## config.mk

```make
export PLATFORM = sky130hd
export DESIGN_NAME = zero_pointer_frame_receiver
export DESIGN_NICKNAME = d
export VERILOG_FILES = /design/src/rtl/core/zpfr_pkg.sv /design/src/rtl/core/zero_pointer_frame_receiver.sv /design/src/rtl/core/zpfr_front.sv /design/src/rtl/core/zpfr_queue.sv /design/src/rtl/core/zpfr_back.sv
export SDC_FILE = /design/constraint.sdc
export NUM_CORES = 1
export LEC_CHECK = 0
export BUFFER_PORTS_ARGS = -buffer_cell sky130_fd_sc_hd__buf_2
export CORE_ASPECT_RATIO = 0.75
export CORE_UTILIZATION = 53
export DETAILED_ROUTE_END_ITERATION = 6
export PLACE_DENSITY = 0.86
export REMOVE_ABC_BUFFERS = 1
export SYNTH_ARGS = -nofsm -noshare
export SYNTH_HDL_FRONTEND = slang
export SYNTH_SLANG_ARGS = --single-unit
```

## constraint.sdc

```tcl
create_clock -name clk_i -period 4.7 [get_ports clk_i]
set_input_delay 0.235 -clock clk_i [delete_from_list [all_inputs] [get_ports clk_i]]
set_output_delay 0.235 -clock clk_i [all_outputs]
set_load 0.1 [all_outputs]
```

## src/rtl/core/zpfr_pkg.sv

```systemverilog
// Shared types, constants and the CRC-8 step of the frame receiver.
`timescale 1ns / 1ps
package zpfr_pkg;

  localparam int unsigned QueueDepth = 2;
  localparam int unsigned QueuePtrW  = (QueueDepth > 1) ? $clog2(QueueDepth) : 1;
  localparam int unsigned QueueCntW  = $clog2(QueueDepth + 1);

  localparam logic [7:0] HdrRespMask  = 8'h80;
  localparam logic [7:0] HdrReadMask  = 8'h20;
  localparam logic [7:0] HdrKindMask  = 8'hC0;
  localparam logic [7:0] HdrAckKind   = 8'h40;
  localparam logic [7:0] HdrChainMask = 8'h0F;
  localparam logic [7:0] HdrFlagMask  = 8'hF0;
  localparam logic [7:0] CrcPoly      = 8'h07;

  typedef enum logic [2:0] {
    SLOT_HEADER = 3'd0,
    SLOT_NODE   = 3'd1,
    SLOT_IDX_HI = 3'd2,
    SLOT_IDX_LO = 3'd3,
    SLOT_VAL_HI = 3'd4,
    SLOT_VAL_LO = 3'd5,
    SLOT_CRC    = 3'd6
  } slot_e;

  typedef struct packed {
    slot_e      slot;
    logic [7:0] data;
  } entry_t;

  function automatic logic [7:0] crc8_byte(input logic [7:0] crc, input logic [7:0] data);
    logic [7:0] c;
    c = crc ^ data;
    for (int b = 0; b < 8; b++) begin
      if (c[7]) begin
        c = {c[6:0], 1'b0} ^ CrcPoly;
      end else begin
        c = {c[6:0], 1'b0};
      end
    end
    return c;
  endfunction

endpackage

```

## src/rtl/core/zero_pointer_frame_receiver.sv

```systemverilog
// Top level of the zero-pointer frame receiver with SMBus CRC-8 check.
`timescale 1ns / 1ps
// The receiver takes one byte per cycle while the queue has room. A zero byte opens
// a frame, and the seven nonzero bytes after it (header, node, index high and low,
// value high and low, CRC) give exactly one result. Zeros stuffed by the sender are
// restored through the header's zero-pointer chain, and a CRC-8 with polynomial 0x07
// over the header and payload is compared with the CRC byte. A failed check gives a
// result with crc_ok low and all other fields zero. The back end does one chain
// step and one CRC byte update per byte; the result is registered as the CRC byte
// leaves the queue, unless an earlier result still waits. A two-entry queue sits
// between the byte classifier and the decoder, and the result register lets the
// next frame stream in while a result waits.
module zero_pointer_frame_receiver import zpfr_pkg::*; (
  input  logic        clk_i,
  input  logic        rst_ni,
  input  logic [7:0]  rx_byte_i,
  input  logic        rx_valid_i,
  output logic        rx_ready_o,
  output logic        res_valid_o,
  input  logic        res_ready_i,
  output logic        crc_ok_o,
  output logic        is_response_o,
  output logic        is_read_o,
  output logic        is_error_o,
  output logic        ack_required_o,
  output logic [7:0]  node_o,
  output logic [15:0] reg_index_o,
  output logic [15:0] data_value_o,
  output logic [15:0] fault_code_o
);

  logic   push_valid;
  logic   push_ready;
  entry_t push_entry;
  logic   pop_valid;
  logic   pop_ready;
  entry_t pop_entry;

  zpfr_front u_front (
    .clk_i        (clk_i),
    .rst_ni       (rst_ni),
    .rx_byte_i    (rx_byte_i),
    .rx_valid_i   (rx_valid_i),
    .rx_ready_o   (rx_ready_o),
    .push_valid_o (push_valid),
    .push_ready_i (push_ready),
    .push_entry_o (push_entry)
  );

  zpfr_queue u_queue (
    .clk_i        (clk_i),
    .rst_ni       (rst_ni),
    .push_valid_i (push_valid),
    .push_ready_o (push_ready),
    .push_entry_i (push_entry),
    .pop_valid_o  (pop_valid),
    .pop_ready_i  (pop_ready),
    .pop_entry_o  (pop_entry)
  );

  zpfr_back u_back (
    .clk_i          (clk_i),
    .rst_ni         (rst_ni),
    .pop_valid_i    (pop_valid),
    .pop_ready_o    (pop_ready),
    .pop_entry_i    (pop_entry),
    .res_valid_o    (res_valid_o),
    .res_ready_i    (res_ready_i),
    .crc_ok_o       (crc_ok_o),
    .is_response_o  (is_response_o),
    .is_read_o      (is_read_o),
    .is_error_o     (is_error_o),
    .ack_required_o (ack_required_o),
    .node_o         (node_o),
    .reg_index_o    (reg_index_o),
    .data_value_o   (data_value_o),
    .fault_code_o   (fault_code_o)
  );

endmodule

```

## src/rtl/core/zpfr_front.sv

```systemverilog
// Front end: tracks the frame position and forwards frame bytes tagged by slot.
`timescale 1ns / 1ps
module zpfr_front import zpfr_pkg::*; (
  input  logic       clk_i,
  input  logic       rst_ni,
  input  logic [7:0] rx_byte_i,
  input  logic       rx_valid_i,
  output logic       rx_ready_o,
  output logic       push_valid_o,
  input  logic       push_ready_i,
  output entry_t     push_entry_o
);

  logic [2:0] pos_q, pos_d;
  logic       accept;
  logic       is_mark;

  assign is_mark      = (rx_byte_i == 8'h00);
  assign rx_ready_o   = push_ready_i;
  assign accept       = rx_valid_i && push_ready_i;
  assign push_valid_o = rx_valid_i && !is_mark && (pos_q != 3'd0);

  assign push_entry_o.slot = slot_e'(pos_q - 3'd1);
  assign push_entry_o.data = rx_byte_i;

  always_comb begin
    pos_d = pos_q;
    if (accept) begin
      if (is_mark) begin
        pos_d = 3'd1;
      end else if (pos_q != 3'd0) begin
        if (pos_q == (3'(SLOT_CRC) + 3'd1)) begin
          pos_d = 3'd0;
        end else begin
          pos_d = pos_q + 3'd1;
        end
      end
    end
  end

  always_ff @(posedge clk_i or negedge rst_ni) begin
    if (!rst_ni) begin
      pos_q <= 3'd0;
    end else begin
      pos_q <= pos_d;
    end
  end

endmodule

```

## src/rtl/core/zpfr_queue.sv

```systemverilog
// Small queue of tagged frame bytes between the front and back ends.
`timescale 1ns / 1ps
module zpfr_queue import zpfr_pkg::*; (
  input  logic   clk_i,
  input  logic   rst_ni,
  input  logic   push_valid_i,
  output logic   push_ready_o,
  input  entry_t push_entry_i,
  output logic   pop_valid_o,
  input  logic   pop_ready_i,
  output entry_t pop_entry_o
);

  entry_t               mem_q [QueueDepth];
  logic [QueuePtrW-1:0] wr_ptr_q, wr_ptr_d;
  logic [QueuePtrW-1:0] rd_ptr_q, rd_ptr_d;
  logic [QueueCntW-1:0] count_q, count_d;
  logic                 do_push;
  logic                 do_pop;

  assign push_ready_o = (count_q != QueueCntW'(QueueDepth));
  assign pop_valid_o  = (count_q != '0);
  assign pop_entry_o  = mem_q[rd_ptr_q];
  assign do_push      = push_valid_i && push_ready_o;
  assign do_pop       = pop_valid_o && pop_ready_i;

  always_comb begin
    wr_ptr_d = wr_ptr_q;
    rd_ptr_d = rd_ptr_q;
    count_d  = count_q;
    if (do_push) begin
      wr_ptr_d = (wr_ptr_q == QueuePtrW'(QueueDepth - 1)) ? '0 : wr_ptr_q + QueuePtrW'(1);
    end
    if (do_pop) begin
      rd_ptr_d = (rd_ptr_q == QueuePtrW'(QueueDepth - 1)) ? '0 : rd_ptr_q + QueuePtrW'(1);
    end
    if (do_push && !do_pop) begin
      count_d = count_q + QueueCntW'(1);
    end else if (!do_push && do_pop) begin
      count_d = count_q - QueueCntW'(1);
    end
  end

  always_ff @(posedge clk_i or negedge rst_ni) begin
    if (!rst_ni) begin
      wr_ptr_q <= '0;
      rd_ptr_q <= '0;
      count_q  <= '0;
    end else begin
      wr_ptr_q <= wr_ptr_d;
      rd_ptr_q <= rd_ptr_d;
      count_q  <= count_d;
    end
  end

  always_ff @(posedge clk_i) begin
    if (do_push) begin
      mem_q[wr_ptr_q] <= push_entry_i;
    end
  end

endmodule

```

## src/rtl/core/zpfr_back.sv

```systemverilog
// Back end: restores stuffed zeros, runs the CRC-8 and registers the decoded result.
`timescale 1ns / 1ps
module zpfr_back import zpfr_pkg::*; (
  input  logic        clk_i,
  input  logic        rst_ni,
  input  logic        pop_valid_i,
  output logic        pop_ready_o,
  input  entry_t      pop_entry_i,
  output logic        res_valid_o,
  input  logic        res_ready_i,
  output logic        crc_ok_o,
  output logic        is_response_o,
  output logic        is_read_o,
  output logic        is_error_o,
  output logic        ack_required_o,
  output logic [7:0]  node_o,
  output logic [15:0] reg_index_o,
  output logic [15:0] data_value_o,
  output logic [15:0] fault_code_o
);

  logic [7:0] chain_q, chain_d;
  logic [7:0] crc_q, crc_d;
  logic [7:0] hdr_q, node_q, idx_hi_q, idx_lo_q, val_hi_q, val_lo_q;
  logic [7:0] chain_dec;
  logic [7:0] restored;
  logic       out_free;
  logic       do_pop;
  logic       load_res;
  logic       ok;
  logic       err;

  logic        res_valid_q;
  logic        crc_ok_q, is_response_q, is_read_q, is_error_q, ack_required_q;
  logic [7:0]  node_res_q;
  logic [15:0] reg_index_q, data_value_q, fault_code_q;

  assign out_free    = !res_valid_q || res_ready_i;
  assign pop_ready_o = (pop_entry_i.slot != SLOT_CRC) || out_free;
  assign do_pop      = pop_valid_i && pop_ready_o;
  assign load_res    = do_pop && (pop_entry_i.slot == SLOT_CRC);

  assign chain_dec = chain_q - 8'd1;
  assign restored  = (chain_dec == 8'd0) ? 8'd0 : pop_entry_i.data;

  always_comb begin
    chain_d = (chain_dec == 8'd0) ? pop_entry_i.data : chain_dec;
    crc_d   = crc8_byte(crc_q, restored);
    if (pop_entry_i.slot == SLOT_HEADER) begin
      chain_d = pop_entry_i.data & HdrChainMask;
      crc_d   = crc8_byte(8'd0, pop_entry_i.data & HdrFlagMask);
    end
  end

  assign ok  = (crc_q == restored);
  assign err = ((hdr_q & HdrKindMask) == HdrKindMask);

  always_ff @(posedge clk_i) begin
    if (do_pop) begin
      chain_q <= chain_d;
      crc_q   <= crc_d;
      case (pop_entry_i.slot)
        SLOT_HEADER: hdr_q    <= pop_entry_i.data & HdrFlagMask;
        SLOT_NODE:   node_q   <= restored;
        SLOT_IDX_HI: idx_hi_q <= restored;
        SLOT_IDX_LO: idx_lo_q <= restored;
        SLOT_VAL_HI: val_hi_q <= restored;
        SLOT_VAL_LO: val_lo_q <= restored;
        default: ;
      endcase
    end
    if (load_res) begin
      crc_ok_q       <= ok;
      is_response_q  <= ok && ((hdr_q & HdrRespMask) != 8'd0);
      is_read_q      <= ok && ((hdr_q & HdrReadMask) != 8'd0);
      is_error_q     <= ok && err;
      ack_required_q <= ok && ((hdr_q & HdrKindMask) == HdrAckKind);
      node_res_q     <= ok ? node_q : 8'd0;
      reg_index_q    <= ok ? {idx_hi_q, idx_lo_q} : 16'd0;
      data_value_q   <= (ok && !err) ? {val_hi_q, val_lo_q} : 16'd0;
      fault_code_q   <= (ok && err) ? {val_hi_q, val_lo_q} : 16'd0;
    end
  end

  always_ff @(posedge clk_i or negedge rst_ni) begin
    if (!rst_ni) begin
      res_valid_q <= 1'b0;
    end else if (load_res) begin
      res_valid_q <= 1'b1;
    end else if (res_ready_i) begin
      res_valid_q <= 1'b0;
    end
  end

  assign res_valid_o    = res_valid_q;
  assign crc_ok_o       = crc_ok_q;
  assign is_response_o  = is_response_q;
  assign is_read_o      = is_read_q;
  assign is_error_o     = is_error_q;
  assign ack_required_o = ack_required_q;
  assign node_o         = node_res_q;
  assign reg_index_o    = reg_index_q;
  assign data_value_o   = data_value_q;
  assign fault_code_o   = fault_code_q;

endmodule

```

* After elaboration in Yosys (flattened, before gate mapping) *
Memory sizes are Yosys's and may differ from the RTL's.
Cells that the tools add are included.
W data, S select, Z words.

storage, ports and cells
  register bits after elaboration = 129
  RAM bits = 22
  input bits = 12
  output and inout port bits = 63
  word-level logic and storage cells = 132
  memories = 1

memories
  name           depth  width  rd ports  clocked after Yosys merged registers in  wr ports  line              RTL
  u_queue.mem_q  2      11     1         0                                        1         zpfr_queue.sv:14  entry_t mem_q [QueueDepth];

cells by class
  add/sub/neg operators = 7
  equality and inequality tests = 12
  multiplexer cells = 38
  bitwise gates (word level) = 16
  reductions and logical operators = 35

operators by type and width
  kind                   number
  $mux W8                10
  $mux W3                19
  $not A3 Y3             15
  $logic_not A8 Y1       2
  $reduce_and A2 Y1      7
  $logic_and A1 B1 Y1    13
  $eq A3 B3 Y1 const B   4
  $eq A8 B8 Y1           1
  $reduce_bool A2 Y1     4
  $sub A8 B1 Y8 const B  1
  $xor A8 B8 Y8          1
  $eq A3 B2 Y1 const B   2
  $mux W1                6
  $logic_not A1 Y1       5
  $mux W2                2
  $mux W4                1
  $add A3 B1 Y3 const B  1
  $eq A3 B1 Y1 const B   1
  $logic_not A3 Y1       1
  $ne A3 B3 Y1 const B   1
  $reduce_bool A3 Y1     1
  $sub A3 B1 Y3 const B  1
  $add A1 B1 Y1 const B  2
  $add A2 B1 Y2 const B  1
  other kinds (5)        6

* Logic depth before layout (Yosys ltp) *
An unclocked memory read counts as a cell.

  depth in word-level cells = 24
  depth in mapped cells = 15
  depth with buffers taken out = 12

* By module *
A second synthesis with hierarchy kept.

second synthesis, totals
  cells, all modules = 461
  area total of the unflattened synthesis = 6537.5 um^2

by module, submodules not included
  module      times used  cells an instance  area each (um^2)
  zpfr_back   1           372                5186.2
  zpfr_queue  1           52                 1003.5
  zpfr_front  1           37                 347.8

* Worst setup path before layout *
Ideal clock, no wire load.

  kind = register -> register
  start = register u_queue.rd_ptr_q
  end = register u_back.ack_required_q, in the netlist u_back.ack_required_o, enable pin
  library setup time = 480 ps
  data arrival time = 4143 ps
  data required time = 4220 ps
  path slack = 77 ps
  cell stages (with the launch flop) = 8
  path through = dfrtp_1 -> buf_2 -> buf_2 -> clkbuf_1 -> nor2_1 -> a32oi_1 -> o21ai_0 -> nor2_1

between the ends
  word-level cells in the longest chain between the ends = 5
  elaborated cells between the ends (all ways) = 6
  classes of those cells = eq/ne (2); reduce/logical (3); memory (1)

RTL lines
  item                     line              RTL
  from (decl)              zpfr_queue.sv:16  logic [QueuePtrW-1:0] rd_ptr_q, rd_ptr_d;
  from (signal assigned)   zpfr_queue.sv:51  rd_ptr_q <= rd_ptr_d;
  $mem_v2 Z2 W11 (*)       n/a
  $ne A3 B3 Y1             zpfr_back.sv:39   assign pop_ready_o = (pop_entry_i.slot != SLOT_CRC) || out_free;
  $logic_or A1 B1 Y1       zpfr_back.sv:39
  $logic_and A1 B1 Y1      zpfr_back.sv:40   assign do_pop = pop_valid_i && pop_ready_o;
  $logic_and A1 B1 Y1 (*)  zpfr_back.sv:41   assign load_res = do_pop && (pop_entry_i.slot == SLOT_CRC);
  net u_back.load_res      zpfr_back.sv:29   logic load_res;
  to (signal assigned)     zpfr_back.sv:77   ack_required_q <= ok && ((hdr_q & HdrKindMask) == HdrAckKind);
  to (decl)                zpfr_back.sv:34   logic crc_ok_q, is_response_q, is_read_q, is_error_q, ack_required_q;

Mark *: on every way through the listed nets, which the timed path passes. The rest lies on a longest branch.
A chain may end at the register's enable or synchronous reset.

* Worst setup path in the final report *
  start = register u_queue.rd_ptr_q
  end = register u_back.data_value_q[14], in the netlist u_back.data_value_o[14], data pin

between the ends
  word-level cells in the longest chain between the ends = 4

RTL lines
  item                  line             RTL
  $mem_v2 Z2 W11        n/a
  $mux W8               zpfr_back.sv:44  assign restored = (chain_dec == 8'd0) ? 8'd0 : pop_entry_i.data;
  $eq A8 B8 Y1          zpfr_back.sv:55  assign ok = (crc_q == restored);
  $logic_and A1 B1 Y1   zpfr_back.sv:80  data_value_q <= (ok && !err) ? {val_hi_q, val_lo_q} : 16'd0;
  to (signal assigned)  zpfr_back.sv:80
  to (decl)             zpfr_back.sv:36  logic [15:0] reg_index_q, data_value_q, fault_code_q;

Every way passes these cells.

==> impl_metrics.yaml <==
cts:
  cts_setup_buffers: 0
  cts-root-buf: "clkbuf_16"
  cts_resized: 0
  cts_tree: "built"
  clk_latency_ps: 430
  cts_buffers: 17
  clk_pin_slew_ps: 60
  cts_buffer_depth: 2
  numClockSinks: 150
  htreeDepth: 4
  holdBufCountCts: 1
final_layout:
  finalInstanceArea_um2: 7800
  drive_gt1_frac: 0.215
  fill_cells: 897
  diodes: 0
  final_common_cell: "edfxtp_1"
  layout_common_cells: "142 x edfxtp_1, 74 x buf_2, 59 x nand2_1"
  final_cells: 771
  nets: 612
  syn2layout_area_growth_pct: 16.4
synth:
  synth.area.mux_share: 0.0213
  synth_cell_types: 60
  synth_top_family_by_area: "simple AND/OR/NAND/NOR gates"
  async_reset_ff_frac: 0.0533
  synth.yosys.seq_area_share: 0.666
  synth_ff_type: "edfxtp_1"
  synth-compound-area-share: 0.0747
  synthSimpleGateAreaFrac: 0.148
  synth_edf_count: 142
  synthAdderAreaFrac: 0.0149
  syn_area_um2: 6700
  synth-xor-area-share: 0.0426
  yosysWarnings: 0
  synthCells: 514
  yosys_register_bits: 150
  syn_area_per_cell_um2: 13.0
placed_design:
  dp_cells: 736
  place_congestion: 0.922
  postPlaceCellArea_um2: 7230
  io_buffer_count: 74
  dp_hpwl_um: 9020
timing:
  setup_viol: 0
  tightest_slew_ps: 1000
  max_freq_mhz: 266
  max_slew_margin: 0.332
  slew_violations: 0
  rsz0062_at_grt: "false"
  post-route-period-util: 0.799
  finalHoldViolations: 0
  layout_min_cycle_time_ps: 3760
  hold_ws_ps: 21.0
  fin_skew_ps: 8.61
  finalSetupTns_ps: 0
setup_path:
  cp_slowest_stage_delay_ps: 930
  critical_path_class: "reg -> reg"
  r2r_start: "u_queue.rd_ptr_q"
  worstPathMaxFanout: 61
  critPathCaptureType: "register"
  cpMaxStageDelayCell: "dfrtp_1"
  reg2reg_slack_ps: 940
  cp.arrival_ps: 3950
  r2r-end: "u_back.data_value_o[14]"
  crit_end: "u_back.data_value_o[14]"
  cp-start-kind: "register"
  reg2regPathDepth: 7
  crit_chain: "mux2i_1 > o21ai_0 > a222oi_1 > and3_1 > o311ai_4 > buf_4 > nor4_1"
  worstSetupStartpoint: "u_queue.rd_ptr_q"
  crit_required_ps: 4890
drt:
  dr.pass1.iters: 6
  drcViolationCount: 0
  via_count: 4471
  antenna_left: 0
  viasPerCell: 5.80
  wl_per_cell_um: 17.1
  drtIter0Drc: 440
  wirelength_um: 13200
die:
  io_pins: 75
  die_h_um: 99.4
  coreArea_um2: 12300
  initial_core_util: 0.545
  row_count: 35
  die_area_um2: 13100
  die_w_um: 132
grt:
  grt_pass1_wl_um: 21200
  grt_use_met1: 0.291
  grt_use_met3: 0.0693
  grt_pass1_vias: 4109
  grt-busiest-layer: "met2"
  grt_util_all_layers: 0.213
  antenna_found_initial: 0
  grt_max_degree: 62
  use_met2: 0.327
  globalRoute.totalOverflow: 0
min_path:
  worstHoldStart: "rx_byte_i[7]"
  hold_depth: 1
  hold_class: "in -> reg"
outcome:
  outcome: "finished clean"
job:
  drv_cap: 0
-- registers in the layout (all words and copies together) (netlist names), 3 cells and up --
register             cells
u_back.chain_q           8
u_back.crc_q             8
u_back.data_value_o     16
u_back.fault_code_o     16
u_back.hdr_q             3
u_back.idx_hi_q          8
u_back.idx_lo_q          8
u_back.node_o            8
u_back.node_q            8
u_back.reg_index_o      16
u_back.val_hi_q          8
u_back.val_lo_q          8
u_front.pos_q            3
u_queue.mem_q           22
-- worst max-delay path, delay by kind of cell (launching register included) --
family | cells | cell delay (ps)
multiplexers | 1 | 820
buffers and inverters | 1 | 330
AND/OR/NAND/NOR | 2 | 710
AO/OA/AOI/OAI | 3 | 710
flip-flops | 1 | 930
-- worst min-delay path by stage --
stage	to	slack (ps)
after global routing	u_queue.mem_q[0][6]	2
after floorplan	u_back.res_valid_o	-60
after detailed placement	u_queue.wr_ptr_q	100
final	u_queue.mem_q[1][7]	20
after global placement	u_queue.wr_ptr_q	90
after CTS	u_queue.mem_q[1][0]	1
-- kinds of logic after synthesis --
logic type	Yosys count
muxes	14
adders and majority gates	8
xor gates and xnor gates	31
AOI/OAI and AO/OA	68
and+or+nand+nor	198
DFF	150
buffers and inverters	45
-- per-stage QoR --
| step | utilization | worst slack (ps) |
|---|---|---|
| final | 0.634 | 942 |
| after global routing | 0.634 | 672 |
| after CTS | 0.633 | 965 |
| after detailed placement | 0.587 | 1000 |
| after global placement | 0.587 | 1170 |
| after floorplan | - | 241 |
-- final cells by class --
cell class / instances / area [um^2] / area share
clock inverters: 14 / 118 / 0.0151
repair buffers: 89 / 490 / 0.0629
well taps: 166 / 208 / 0.0266
multi-input cells: 319 / 2040 / 0.261
flip-flops and latches: 150 / 4460 / 0.572
inverters: 15 / 56.3 / 0.00722
clock buffers: 18 / 429 / 0.0550
-- cell usage after synthesis (2+ instances only) --
cell	instances	area [um^2]
a211o_1	2	17.5
a211oi_1	3	22.5
a21oi_1	13	65.1
a31oi_1	3	18.8
and2_1	3	18.8
buf_2	12	60.1
buf_6	4	45.0
clkbuf_1	12	45.0
dfrtp_1	8	200
edfxtp_1	142	4260
ha_1	8	100
inv_1	15	56.3
mux2_2	2	22.5
mux2i_1	12	120
nand2_1	59	221
nand2b_1	3	18.8
nand3_1	4	20.0
nand3b_1	4	30.0
nand4_1	2	12.5
nor2_1	34	128
nor2b_1	2	12.5
nor3_1	39	195
nor3b_1	5	37.5
nor4_1	32	200
nor4_2	3	37.5
o211ai_1	3	22.5
o21a_1	3	22.5
o21ai_0	15	75.1
o22ai_1	2	12.5
o311ai_0	2	17.5
o31a_1	3	26.3
o32a_1	2	20.0
or3_1	2	12.5
or4_1	2	15.0
xnor2_1	21	184
xor2_1	9	78.8
-- layer usage --
| layer | vias to the layer above | part of all wire |
|---|---|---|
| li1 | 2101 | - |
| met1 | 2127 | 0.45 |
| met2 | 217 | 0.46 |
| met3 | 26 | 0.076 |
| met4 | 0 | 0.015 |
| met5 | - | 0 |
Power is left out: the tool's default activity adds up to more than one toggle a clock period on the data nets, which glitch-free logic cannot reach.
